[config.mk]
export PLATFORM = sky130hd
export DESIGN_NAME = multi_button_lockout_debouncer_core
export DESIGN_NICKNAME = d
export VERILOG_FILES = /design/src/hw/rtl/mbld_pkg.sv /design/src/hw/rtl/mbld_queue.sv /design/src/hw/rtl/mbld_front.sv /design/src/hw/rtl/mbld_engine.sv /design/src/hw/rtl/mbld_emit.sv /design/src/hw/rtl/multi_button_lockout_debouncer_core.sv
export VERILOG_INCLUDE_DIRS = /design/src /design/src/hw/rtl
export SDC_FILE = /design/constraint.sdc
export NUM_CORES = 1
export LEC_CHECK = 0
export BUFFER_PORTS_ARGS = -buffer_cell sky130_fd_sc_hd__buf_4
export CAP_MARGIN = 20
export CORE_MARGIN = 5
export CORE_UTILIZATION = 49
export CTS_CLUSTER_SIZE = 30
export DETAILED_ROUTE_END_ITERATION = 12
export PLACE_DENSITY = 0.74
export SETUP_SLACK_MARGIN = 0.02
export SLEW_MARGIN = 40
export SYNTH_ARGS = -nofsm -noshare
export SYNTH_HDL_FRONTEND = slang
export SYNTH_SLANG_ARGS = --single-unit
[constraint.sdc]
create_clock -name i_clk -period 19.97 [get_ports i_clk]
set_input_delay 2.9955 -clock i_clk [delete_from_list [all_inputs] [get_ports i_clk]]
set_output_delay 2.9955 -clock i_clk [all_outputs]
set_load 0.005 [all_outputs]
[src/hw/rtl/multi_button_lockout_debouncer_core_macros.svh]
// assertion macros shared by the debouncer rtl
`ifndef MULTI_BUTTON_LOCKOUT_DEBOUNCER_CORE_MACROS_SVH
`define MULTI_BUTTON_LOCKOUT_DEBOUNCER_CORE_MACROS_SVH

// same-cycle implication, checked out of reset
`define MBLD_ASSERT(lbl, ante, cons, msg) \
    lbl: assert property (@(posedge i_clk) disable iff (!i_rst_n) (ante) |-> (cons)) \
        else $error(msg);

// next-cycle implication, checked out of reset
`define MBLD_ASSERT_NEXT(lbl, ante, cons, msg) \
    lbl: assert property (@(posedge i_clk) disable iff (!i_rst_n) (ante) |=> (cons)) \
        else $error(msg);

`endif

[src/hw/rtl/mbld_pkg.sv]
// shared types and constants of the lockout debouncer
`default_nettype none

package mbld_pkg;

    localparam int unsigned NUM_BTN_MAX   = 16;
    localparam int unsigned BTN_IDX_W     = 4;
    localparam int unsigned PORT_W        = 8;
    localparam int unsigned LOCKOUT_W     = 16;
    localparam int unsigned NOW_W         = 32;
    localparam logic [LOCKOUT_W-1:0] LOCKOUT_RESET = 16'd20;

    typedef enum logic [1:0] {
        ENG_IDLE,
        ENG_SCAN,
        ENG_HAND
    } t_eng_state;

    // finished scan handed from the engine to the result stage
    typedef struct packed {
        logic                   valid;
        logic [NUM_BTN_MAX-1:0] mask;
        logic [NUM_BTN_MAX-1:0] states;
    } t_hand;

endpackage

`default_nettype wire

[src/hw/rtl/mbld_queue.sv]
// two-entry flop queue between the front and the engine
`default_nettype none

module mbld_queue #(
    parameter int unsigned WIDTH = 48
) (
    input  wire logic             i_clk,
    input  wire logic             i_rst_n,
    input  wire logic             i_push,
    input  wire logic [WIDTH-1:0] i_data,
    output logic                  o_full,
    input  wire logic             i_pop,
    output logic                  o_empty,
    output logic [WIDTH-1:0]      o_data
);

    logic [WIDTH-1:0] r_mem [2];
    logic             r_wr_ptr;
    logic             r_rd_ptr;
    logic [1:0]       r_count;
    logic             wr_en;
    logic             rd_en;

    assign o_full  = (r_count == 2'd2);
    assign o_empty = (r_count == 2'd0);
    assign o_data  = r_mem[r_rd_ptr];
    assign wr_en   = i_push && !o_full;
    assign rd_en   = i_pop && !o_empty;

    always_ff @(posedge i_clk) begin
        if (!i_rst_n) begin
            r_wr_ptr <= 1'b0;
            r_rd_ptr <= 1'b0;
            r_count  <= 2'd0;
        end else begin
            if (wr_en) begin
                r_wr_ptr <= !r_wr_ptr;
            end
            if (rd_en) begin
                r_rd_ptr <= !r_rd_ptr;
            end
            if (wr_en && !rd_en) begin
                r_count <= r_count + 2'd1;
            end else if (rd_en && !wr_en) begin
                r_count <= r_count - 2'd1;
            end
        end
    end

    always_ff @(posedge i_clk) begin
        if (wr_en) begin
            r_mem[r_wr_ptr] <= i_data;
        end
    end

endmodule

`default_nettype wire

[src/hw/rtl/mbld_front.sv]
// front end: takes scans, packs button levels, holds the lockout register
`default_nettype none

module mbld_front #(
    parameter int unsigned NUM_BUTTONS = 16,
    parameter int unsigned TIME_W      = 32
) (
    input  wire logic                               i_clk,
    input  wire logic                               i_rst_n,
    input  wire logic                               i_push,
    output logic                                    o_full,
    input  wire logic [mbld_pkg::PORT_W-1:0]        i_port_a_bits,
    input  wire logic [mbld_pkg::PORT_W-1:0]        i_port_b_bits,
    input  wire logic [mbld_pkg::NOW_W-1:0]         i_now_ms,
    input  wire logic                               i_cfg_valid,
    output logic                                    o_cfg_ready,
    input  wire logic [mbld_pkg::LOCKOUT_W-1:0]     i_cfg_lockout_ms,
    output logic [mbld_pkg::LOCKOUT_W-1:0]          o_lockout,
    input  wire logic                               i_q_full,
    output logic                                    o_q_push,
    output logic [mbld_pkg::NUM_BTN_MAX+TIME_W-1:0] o_q_data
);

    import mbld_pkg::*;

    localparam logic [NUM_BTN_MAX-1:0] BTN_MASK =
        NUM_BTN_MAX'((33'd1 << NUM_BUTTONS) - 33'd1);

    logic [LOCKOUT_W-1:0]   r_lockout;
    logic [NUM_BTN_MAX-1:0] levels;

    assign o_cfg_ready = 1'b1;
    assign o_lockout   = r_lockout;

    // buttons past the configured count never see a level
    assign levels   = {i_port_b_bits, i_port_a_bits} & BTN_MASK;
    assign o_full   = i_q_full;
    assign o_q_push = i_push && !i_q_full;
    assign o_q_data = {levels, i_now_ms[TIME_W-1:0]};

    always_ff @(posedge i_clk) begin
        if (!i_rst_n) begin
            r_lockout <= LOCKOUT_RESET;
        end else if (i_cfg_valid && o_cfg_ready) begin
            r_lockout <= i_cfg_lockout_ms;
        end
    end

endmodule

`default_nettype wire

[src/hw/rtl/mbld_engine.sv]
// scan engine: walks the buttons one a cycle against the lockout timers
`default_nettype none

`include "multi_button_lockout_debouncer_core_macros.svh"

module mbld_engine #(
    parameter int unsigned NUM_BUTTONS = 16,
    parameter int unsigned TIME_W      = 32
) (
    input  wire logic                               i_clk,
    input  wire logic                               i_rst_n,
    input  wire logic [mbld_pkg::LOCKOUT_W-1:0]     i_lockout,
    input  wire logic                               i_q_empty,
    input  wire logic [mbld_pkg::NUM_BTN_MAX+TIME_W-1:0] i_q_data,
    output logic                                    o_q_pop,
    output mbld_pkg::t_hand                         o_hand,
    input  wire logic                               i_hand_ready
);

    import mbld_pkg::*;

    localparam logic [BTN_IDX_W-1:0] LAST_IDX = BTN_IDX_W'(NUM_BUTTONS - 1);
    localparam logic [NUM_BTN_MAX-1:0] BTN_MASK =
        NUM_BTN_MAX'((33'd1 << NUM_BUTTONS) - 33'd1);

    t_eng_state             r_state;
    t_eng_state             n_state;
    logic [BTN_IDX_W-1:0]   r_idx;
    logic [BTN_IDX_W-1:0]   n_idx;
    logic [NUM_BTN_MAX-1:0] r_levels;
    logic [NUM_BTN_MAX-1:0] n_levels;
    logic [TIME_W-1:0]      r_now;
    logic [TIME_W-1:0]      n_now;
    logic [NUM_BTN_MAX-1:0] r_mask;
    logic [NUM_BTN_MAX-1:0] n_mask;
    logic [NUM_BTN_MAX-1:0] r_btn;
    logic [NUM_BTN_MAX-1:0] n_btn;
    logic [TIME_W-1:0]      r_time [NUM_BTN_MAX];

    logic                   load;
    logic                   scanning;
    logic [TIME_W-1:0]      prev;
    logic [TIME_W-1:0]      diff;
    logic                   chg;
    logic [TIME_W-1:0]      time_wr;
    logic [NUM_BTN_MAX-1:0] absent;

    // next state
    always_comb begin
        n_state = r_state;
        case (r_state)
            ENG_IDLE: begin
                if (!i_q_empty) begin
                    n_state = ENG_SCAN;
                end
            end
            ENG_SCAN: begin
                if (r_idx == LAST_IDX) begin
                    n_state = ENG_HAND;
                end
            end
            ENG_HAND: begin
                if (i_hand_ready) begin
                    n_state = i_q_empty ? ENG_IDLE : ENG_SCAN;
                end
            end
            default: n_state = ENG_IDLE;
        endcase
    end

    // outputs
    always_comb begin
        load     = 1'b0;
        scanning = 1'b0;
        o_hand   = '0;
        case (r_state)
            ENG_IDLE: begin
                load = !i_q_empty;
            end
            ENG_SCAN: begin
                scanning = 1'b1;
            end
            ENG_HAND: begin
                o_hand.valid  = 1'b1;
                o_hand.mask   = r_mask;
                o_hand.states = r_btn;
                load          = i_hand_ready && !i_q_empty;
            end
            default: begin
                load = 1'b0;
            end
        endcase
    end

    assign o_q_pop = load;

    // one button per cycle: lockout window and level compare
    assign prev = r_time[r_idx];
    assign diff = r_now - prev;
    assign chg  = (diff > TIME_W'(i_lockout)) && (r_levels[r_idx] != r_btn[r_idx]);
    // a stamp later than now is dropped to zero unless a change is accepted
    assign time_wr = chg ? r_now : ((prev > r_now) ? '0 : prev);

    always_comb begin
        n_idx    = r_idx;
        n_levels = r_levels;
        n_now    = r_now;
        n_mask   = r_mask;
        n_btn    = r_btn;
        if (load) begin
            n_idx    = '0;
            n_levels = i_q_data[NUM_BTN_MAX+TIME_W-1:TIME_W];
            n_now    = i_q_data[TIME_W-1:0];
            n_mask   = '0;
        end else if (scanning) begin
            n_idx = r_idx + BTN_IDX_W'(1);
            if (chg) begin
                n_mask[r_idx] = 1'b1;
                n_btn[r_idx]  = r_levels[r_idx];
            end
        end
    end

    always_ff @(posedge i_clk) begin
        if (!i_rst_n) begin
            r_state <= ENG_IDLE;
            r_idx   <= '0;
            r_mask  <= '0;
            r_btn   <= '0;
            for (int i = 0; i < NUM_BTN_MAX; i++) begin
                r_time[i] <= '0;
            end
        end else begin
            r_state <= n_state;
            r_idx   <= n_idx;
            r_mask  <= n_mask;
            r_btn   <= n_btn;
            if (scanning) begin
                r_time[r_idx] <= time_wr;
            end
        end
    end

    always_ff @(posedge i_clk) begin
        r_levels <= n_levels;
        r_now    <= n_now;
    end

    // bits of buttons past the configured count in the handed scan
    assign absent = (o_hand.mask | o_hand.states) & ~BTN_MASK;

    `MBLD_ASSERT(a_idx_range, r_state == ENG_SCAN, r_idx <= LAST_IDX, "scan index too high")
    `MBLD_ASSERT(a_hand_absent, o_hand.valid, absent == '0, "absent button changed")
    `MBLD_ASSERT(a_hand_evt, o_hand.valid, o_hand.states == r_btn, "handoff states stale")

endmodule

`default_nettype wire

[src/hw/rtl/mbld_emit.sv]
// result stage: serialises the events of one finished scan
`default_nettype none

`include "multi_button_lockout_debouncer_core_macros.svh"

module mbld_emit (
    input  wire logic                               i_clk,
    input  wire logic                               i_rst_n,
    input  wire mbld_pkg::t_hand                    i_hand,
    output logic                                    o_hand_ready,
    output logic                                    empty,
    input  wire logic                               pop,
    output logic                                    o_event_valid,
    output logic [mbld_pkg::BTN_IDX_W-1:0]          o_button_index,
    output logic                                    o_now_pressed,
    output logic [mbld_pkg::NUM_BTN_MAX-1:0]        o_all_states,
    output logic                                    o_last_of_scan
);

    import mbld_pkg::*;

    logic                   r_busy;
    logic                   r_quiet;
    logic [NUM_BTN_MAX-1:0] r_mask;
    logic [NUM_BTN_MAX-1:0] r_states;
    logic [NUM_BTN_MAX-1:0] rest;
    logic [BTN_IDX_W-1:0]   enc;
    logic                   last;
    logic                   take;

    // lowest pending event first
    always_comb begin
        enc = '0;
        for (int i = NUM_BTN_MAX - 1; i >= 0; i--) begin
            if (r_mask[i]) begin
                enc = BTN_IDX_W'(i);
            end
        end
    end

    assign rest         = r_mask & (r_mask - NUM_BTN_MAX'(1));
    assign last         = r_quiet || (rest == '0);
    assign take         = pop && r_busy;
    assign o_hand_ready = !r_busy || (take && last);

    assign empty          = !r_busy;
    assign o_event_valid  = !r_quiet;
    assign o_button_index = r_quiet ? '0 : enc;
    assign o_now_pressed  = r_quiet ? 1'b0 : r_states[enc];
    assign o_all_states   = r_states;
    assign o_last_of_scan = last;

    always_ff @(posedge i_clk) begin
        if (!i_rst_n) begin
            r_busy <= 1'b0;
        end else if (i_hand.valid && o_hand_ready) begin
            r_busy <= 1'b1;
        end else if (take && last) begin
            r_busy <= 1'b0;
        end
    end

    always_ff @(posedge i_clk) begin
        if (i_hand.valid && o_hand_ready) begin
            r_mask   <= i_hand.mask;
            r_states <= i_hand.states;
            r_quiet  <= (i_hand.mask == '0);
        end else if (take) begin
            r_mask <= rest;
        end
    end

    `MBLD_ASSERT(a_busy_mask, r_busy && !r_quiet, r_mask != '0, "event result with no change")
    `MBLD_ASSERT_NEXT(a_load_busy, i_hand.valid && o_hand_ready, r_busy, "handed scan not held")
    `MBLD_ASSERT(a_ready_free, !r_busy, o_hand_ready, "idle result stage refuses a scan")

endmodule

`default_nettype wire

[src/hw/rtl/multi_button_lockout_debouncer_core.sv]
// Lockout debouncer for up to sixteen buttons sampled from two 8-bit ports.
// Input channel: push/full carries one scan (port_a_bits, port_b_bits, now_ms);
// a scan is taken when push is high and full is low. A two-entry queue holds
// scans until the engine is free.
// Result channel: empty/pop; each scan gives one result per accepted button
// change in ascending button order, or a single quiet result, and the last
// one carries last_of_scan. all_states is the state after the whole scan.
// Configuration: cfg valid/ready (ready always high) writes lockout_ms.
// Flow: the engine tests one button a cycle against its timestamp, then
// hands the finished scan to the result stage. Results leave one a cycle
// while pop is high. The result stage drains one scan while the engine
// works on the next, so a new scan can be started before all results of
// the last one have left.
// Reset: all buttons released, timestamps zero, lockout 20, queues empty.
// Stalls: while pop is held low the result stays put, the engine waits at
// handoff, the queue fills and full rises.
`default_nettype none

module multi_button_lockout_debouncer_core #(
    parameter int unsigned NUM_BUTTONS = 16,
    parameter int unsigned TIME_BITS   = 32
) (
    input  wire logic                               i_clk,
    input  wire logic                               i_rst_n,
    input  wire logic                               push,
    output logic                                    full,
    input  wire logic [mbld_pkg::PORT_W-1:0]        i_port_a_bits,
    input  wire logic [mbld_pkg::PORT_W-1:0]        i_port_b_bits,
    input  wire logic [mbld_pkg::NOW_W-1:0]         i_now_ms,
    output logic                                    empty,
    input  wire logic                               pop,
    output logic                                    o_event_valid,
    output logic [mbld_pkg::BTN_IDX_W-1:0]          o_button_index,
    output logic                                    o_now_pressed,
    output logic [mbld_pkg::NUM_BTN_MAX-1:0]        o_all_states,
    output logic                                    o_last_of_scan,
    input  wire logic                               i_cfg_valid,
    output logic                                    o_cfg_ready,
    input  wire logic [mbld_pkg::LOCKOUT_W-1:0]     i_cfg_lockout_ms
);

    import mbld_pkg::*;

    // times never run wider than the input field
    localparam int unsigned TIME_W = (TIME_BITS >= NOW_W) ? NOW_W : TIME_BITS;
    localparam int unsigned Q_W    = NUM_BTN_MAX + TIME_W;

    logic [LOCKOUT_W-1:0] lockout;
    logic                 q_push;
    logic [Q_W-1:0]       q_wdata;
    logic                 q_full;
    logic                 q_pop;
    logic                 q_empty;
    logic [Q_W-1:0]       q_rdata;
    t_hand                hand;
    logic                 hand_ready;

    mbld_front #(
        .NUM_BUTTONS (NUM_BUTTONS),
        .TIME_W      (TIME_W)
    ) u_front (
        .i_clk            (i_clk),
        .i_rst_n          (i_rst_n),
        .i_push           (push),
        .o_full           (full),
        .i_port_a_bits    (i_port_a_bits),
        .i_port_b_bits    (i_port_b_bits),
        .i_now_ms         (i_now_ms),
        .i_cfg_valid      (i_cfg_valid),
        .o_cfg_ready      (o_cfg_ready),
        .i_cfg_lockout_ms (i_cfg_lockout_ms),
        .o_lockout        (lockout),
        .i_q_full         (q_full),
        .o_q_push         (q_push),
        .o_q_data         (q_wdata)
    );

    mbld_queue #(
        .WIDTH (Q_W)
    ) u_queue (
        .i_clk   (i_clk),
        .i_rst_n (i_rst_n),
        .i_push  (q_push),
        .i_data  (q_wdata),
        .o_full  (q_full),
        .i_pop   (q_pop),
        .o_empty (q_empty),
        .o_data  (q_rdata)
    );

    mbld_engine #(
        .NUM_BUTTONS (NUM_BUTTONS),
        .TIME_W      (TIME_W)
    ) u_engine (
        .i_clk        (i_clk),
        .i_rst_n      (i_rst_n),
        .i_lockout    (lockout),
        .i_q_empty    (q_empty),
        .i_q_data     (q_rdata),
        .o_q_pop      (q_pop),
        .o_hand       (hand),
        .i_hand_ready (hand_ready)
    );

    mbld_emit u_emit (
        .i_clk          (i_clk),
        .i_rst_n        (i_rst_n),
        .i_hand         (hand),
        .o_hand_ready   (hand_ready),
        .empty          (empty),
        .pop            (pop),
        .o_event_valid  (o_event_valid),
        .o_button_index (o_button_index),
        .o_now_pressed  (o_now_pressed),
        .o_all_states   (o_all_states),
        .o_last_of_scan (o_last_of_scan)
    );

endmodule

`default_nettype wire
==> flow_summary.yaml <==
placement:
  io_buffers: 93
  place_inst: 3476
  dp_hpwl_um: 54400
  globalplace.congestion: 0.885
  placed_area_mm2: 0.0360
  dpl_worst_slack_ps: 11220
global_routing:
  antenna_found_initial: 3
  overflow: 0
  grt_pass1_wl_um: 135000
  grt_pass1_vias: 22300
  grt_max_degree: 59
  gr-usage-all-layers_pct: 23.7
critical_path:
  worst_setup_path_start_kind: "flip-flop"
  path_max_fanout: 58
  critPathKind: "flip-flop to flip-flop"
  slowest_delay_ps: 780
  end_kind: "flip-flop"
  path_cells: "buf_6 > mux4_2 > mux2_2 > o21ai_0 > ha_1 > o211a_1 > o31ai_1 > a21oi_1 > o21ai_1 > nand2_1 > xor2_1 > ha_1 > a21oi_1 > o21ai_0 > a2111oi_0 > a31oi_1 > nor3_1 > nand3_1 > a2111oi_2 > nand4_1 > o21ai_4 > buf_6 > mux2i_2 > nor2_1"
  critPathRequiredTime_ps: 20290
  crit_slowest_cell: "mux2i_2"
  cp.arrival_ps: 8820
power:
  p_int_mw: 3.47
  p_leak_nw: 13.1
  p_sw_share_pct: 36.9
  p_per_area_mw_per_mm2: 142
  vdd_ir_drop_max_mv: 0.151
  power_frac_seq_pct: 36.1
  p_sw_mw: 2.03
  clock_power_share_pct: 24.8
  comb_power_share_pct: 39.1
  report.power.total_mw: 5.50
route:
  viasPerCell: 6.15
  vias: 22200
  wl_um: 90400
  ant_nets: 0
  firstDrtPassIters: 8
  drt_iter0_markers: 2779
  avgRoutedWirePerCell_um: 25.0
  drc: 0
floorplan:
  core_mm2: 0.0699
  die_x_um: 275
  initial_core_util_pct: 49.3
  ioPinCount: 95
  rows: 97
  die_h_um: 275
  die_area_mm2: 0.0758
sta:
  setup-violations-final: 0
  hold_viol: 0
  fin_crit_sh_pct: 42.5
  relSlewSlack_pct: 38.4
  tightestPinTransition_ps: 915
  rsz0062_at_grt: "no"
  setup_slack_ps: 11470
  finClkSkew_ps: 32.9
  clock.fmax_mhz: 118
  setup_tns_ps: 0
  layout_min_cycle_time_ps: 8500
  slew_violations: 0
hold_path:
  hold_class: "flip-flop to flip-flop"
layout:
  nFillCells: 5527
  nets: 2738
  fin_area_mm2: 0.0386
  final_cell_count_no_fill: 3609
  syn2layout_area_growth_pct: 12.1
  drive_above_1_share_pct: 19.9
  final_common_cell: "edfxtp_1"
  final_cell_mix: "edfxtp_1 (689), nor2_1 (602), nand2_1 (144), buf_4 (142), mux4_2 (139)"
clock_tree:
  cts_tree: "built"
  hold_buffers: 0
  cts_sinks: 752
  cts_made_buffers: 74
  clk_latency_ps: 620
  cts.clk_slew.worst_paths_ps: 60
  cts.repair.resized: 0
  postCtsSetupBuffers: 0
  clock_tree.root_cell: "clkbuf_16"
  cts_buffer_depth: 3
  ctsHtreeMaxLevel: 3
yosys:
  synth_warnings: 0
  synth-async-reset-ratio_pct: 0
  syn-num-nets: 2699
  synthFlopType: "edfxtp_1"
  synth_area_mm2: 0.0345
  ys_types: 77
  ys_seq_elements: 752
  synth_edf_count: 689
  ys_seq_area_share_pct: 63.7
  synth.avg_cell_area_um2: 13.4
  postSynthCellCount: 2574
run:
  cap_violations: 0
outcome:
  status: "completed"
==> sequential cells by signal, indices dropped and copies added (netlist names), named ones only <==
register             flops
u_queue.r_count          2
u_emit.r_quiet           1
u_queue.r_wr_ptr         1
u_emit.r_busy            1
u_engine.r_now          32
u_emit.o_all_states     16
u_engine.r_levels       16
u_engine.r_state         2
u_emit.r_mask           16
u_engine.r_idx           4
u_engine.r_mask         16
u_queue.r_mem           96
u_front.o_lockout       16
u_engine.r_btn          16
u_queue.r_rd_ptr         1
u_engine.r_time        512
==> cell type report <==
cell class | count | area (µm²) | area share, %
Antenna cell | 1 | 2.50 | 0.00648
Timing Repair Buffer | 147 | 1140 | 2.95
Clock buffer | 99 | 2040 | 5.28
Sequential cell | 752 | 22000 | 56.8
Tap cell | 940 | 1180 | 3.04
Inverter | 40 | 150 | 0.389
Clock inverter | 32 | 308 | 0.796
Multi-Input combinational cell | 1598 | 11900 | 30.7
==> cells in the mapped netlist (9+ instances only) <==
master,instances,share of area (%)
edfxtp_1,689,60
nor2_1,605,6.6
nand2_1,148,1.6
mux4_2,139,9.1
a21oi_1,105,1.5
clkbuf_1,100,1.1
o21ai_0,95,1.4
mux2_2,80,2.6
dfxtp_1,63,3.7
ha_1,55,2.0
mux2i_1,52,1.5
buf_2,50,0.73
inv_1,37,0.40
mux2i_2,32,1.3
buf_1,29,0.32
or3_1,22,0.40
and2_1,20,0.36
o21a_1,20,0.44
nand3_1,19,0.28
nand4_1,19,0.34
xnor2_1,14,0.36
xor2_1,14,0.36
nor2b_1,13,0.24
a211oi_1,12,0.26
nand2b_1,10,0.18
o21ai_1,10,0.15
o211ai_1,9,0.20
o31ai_1,9,0.20
==> routing by layer <==
layer / up-vias / wire length [µm] / GRT usage [%] / share of wire [%]
li1: 9584 / - / - / -
met1: 10900 / 33200 / 30.8 / 37
met2: 1446 / 43400 / 38.7 / 48
met3: 233 / 11100 / 6.78 / 12
met4: 4 / 2710 / 8.12 / 3.0
met5: - / 32 / 0 / 0.035
==> power by group through the flow <==
stage	Clock (mW)	Sequential (mW)	Combinational (mW)
2_1_floorplan	0	1.95	1.58
3_3_place_gp	0	2.02	1.95
3_5_place_dp	0	2.03	2.01
4_1_cts	1.38	1.99	2.02
5_1_grt	1.45	2.00	2.32
6_report	1.37	1.99	2.15
==> stage by stage <==
stage / util, % / hold slack [ps]
2_1_floorplan: - / 454
3_3_place_gp: 51.5 / 476
3_5_place_dp: 51.6 / 489
4_1_cts: 54.9 / 500
5_1_grt: 55.3 / 514
6_report: 55.3 / 495
==> path summary, 6_finish.rpt <==
path / cells past startpoint / end / slack, ps / startpoint
worst min register to register: 2 / u_engine.r_btn[10] / 500 / u_engine.r_btn[10]
worst min-delay path: 2 / u_engine.r_btn[10] / 500 / u_engine.r_btn[10]
worst max-delay path: 24 / u_engine.r_time[9][6] / 11470 / flip-flop
worst max register to register: 24 / u_engine.r_time[9][6] / 11470 / flip-flop
==> critical path, delay by kind of cell, from the launching register on <==
kind,cells,cell delay [ps]
AO/OA/AOI/OAI,11,2980
multiplexers,3,1460
buffers and inverters,2,1120
AND/OR/NAND/NOR,5,960
adder cells (fa/ha/maj),2,750
flip-flops,1,590
XOR/XNOR,1,200
==> cell families (layout without fill, tap and decap cells) <==
kind of cell	count (synthesis)	in the layout	share of synthesized area, %
buffers and inverters	224	318	2.74
AND/OR/NAND/NOR	889	889	10.6
AO/OA/AOI/OAI	318	318	5.60
multiplexers	303	303	14.5
XOR/XNOR	28	28	0.711
flip-flops	752	752	63.7
adder cells (fa/ha/maj)	59	59	2.14
other	1	2	0.0109
Power figures use the tool's default switching activity.
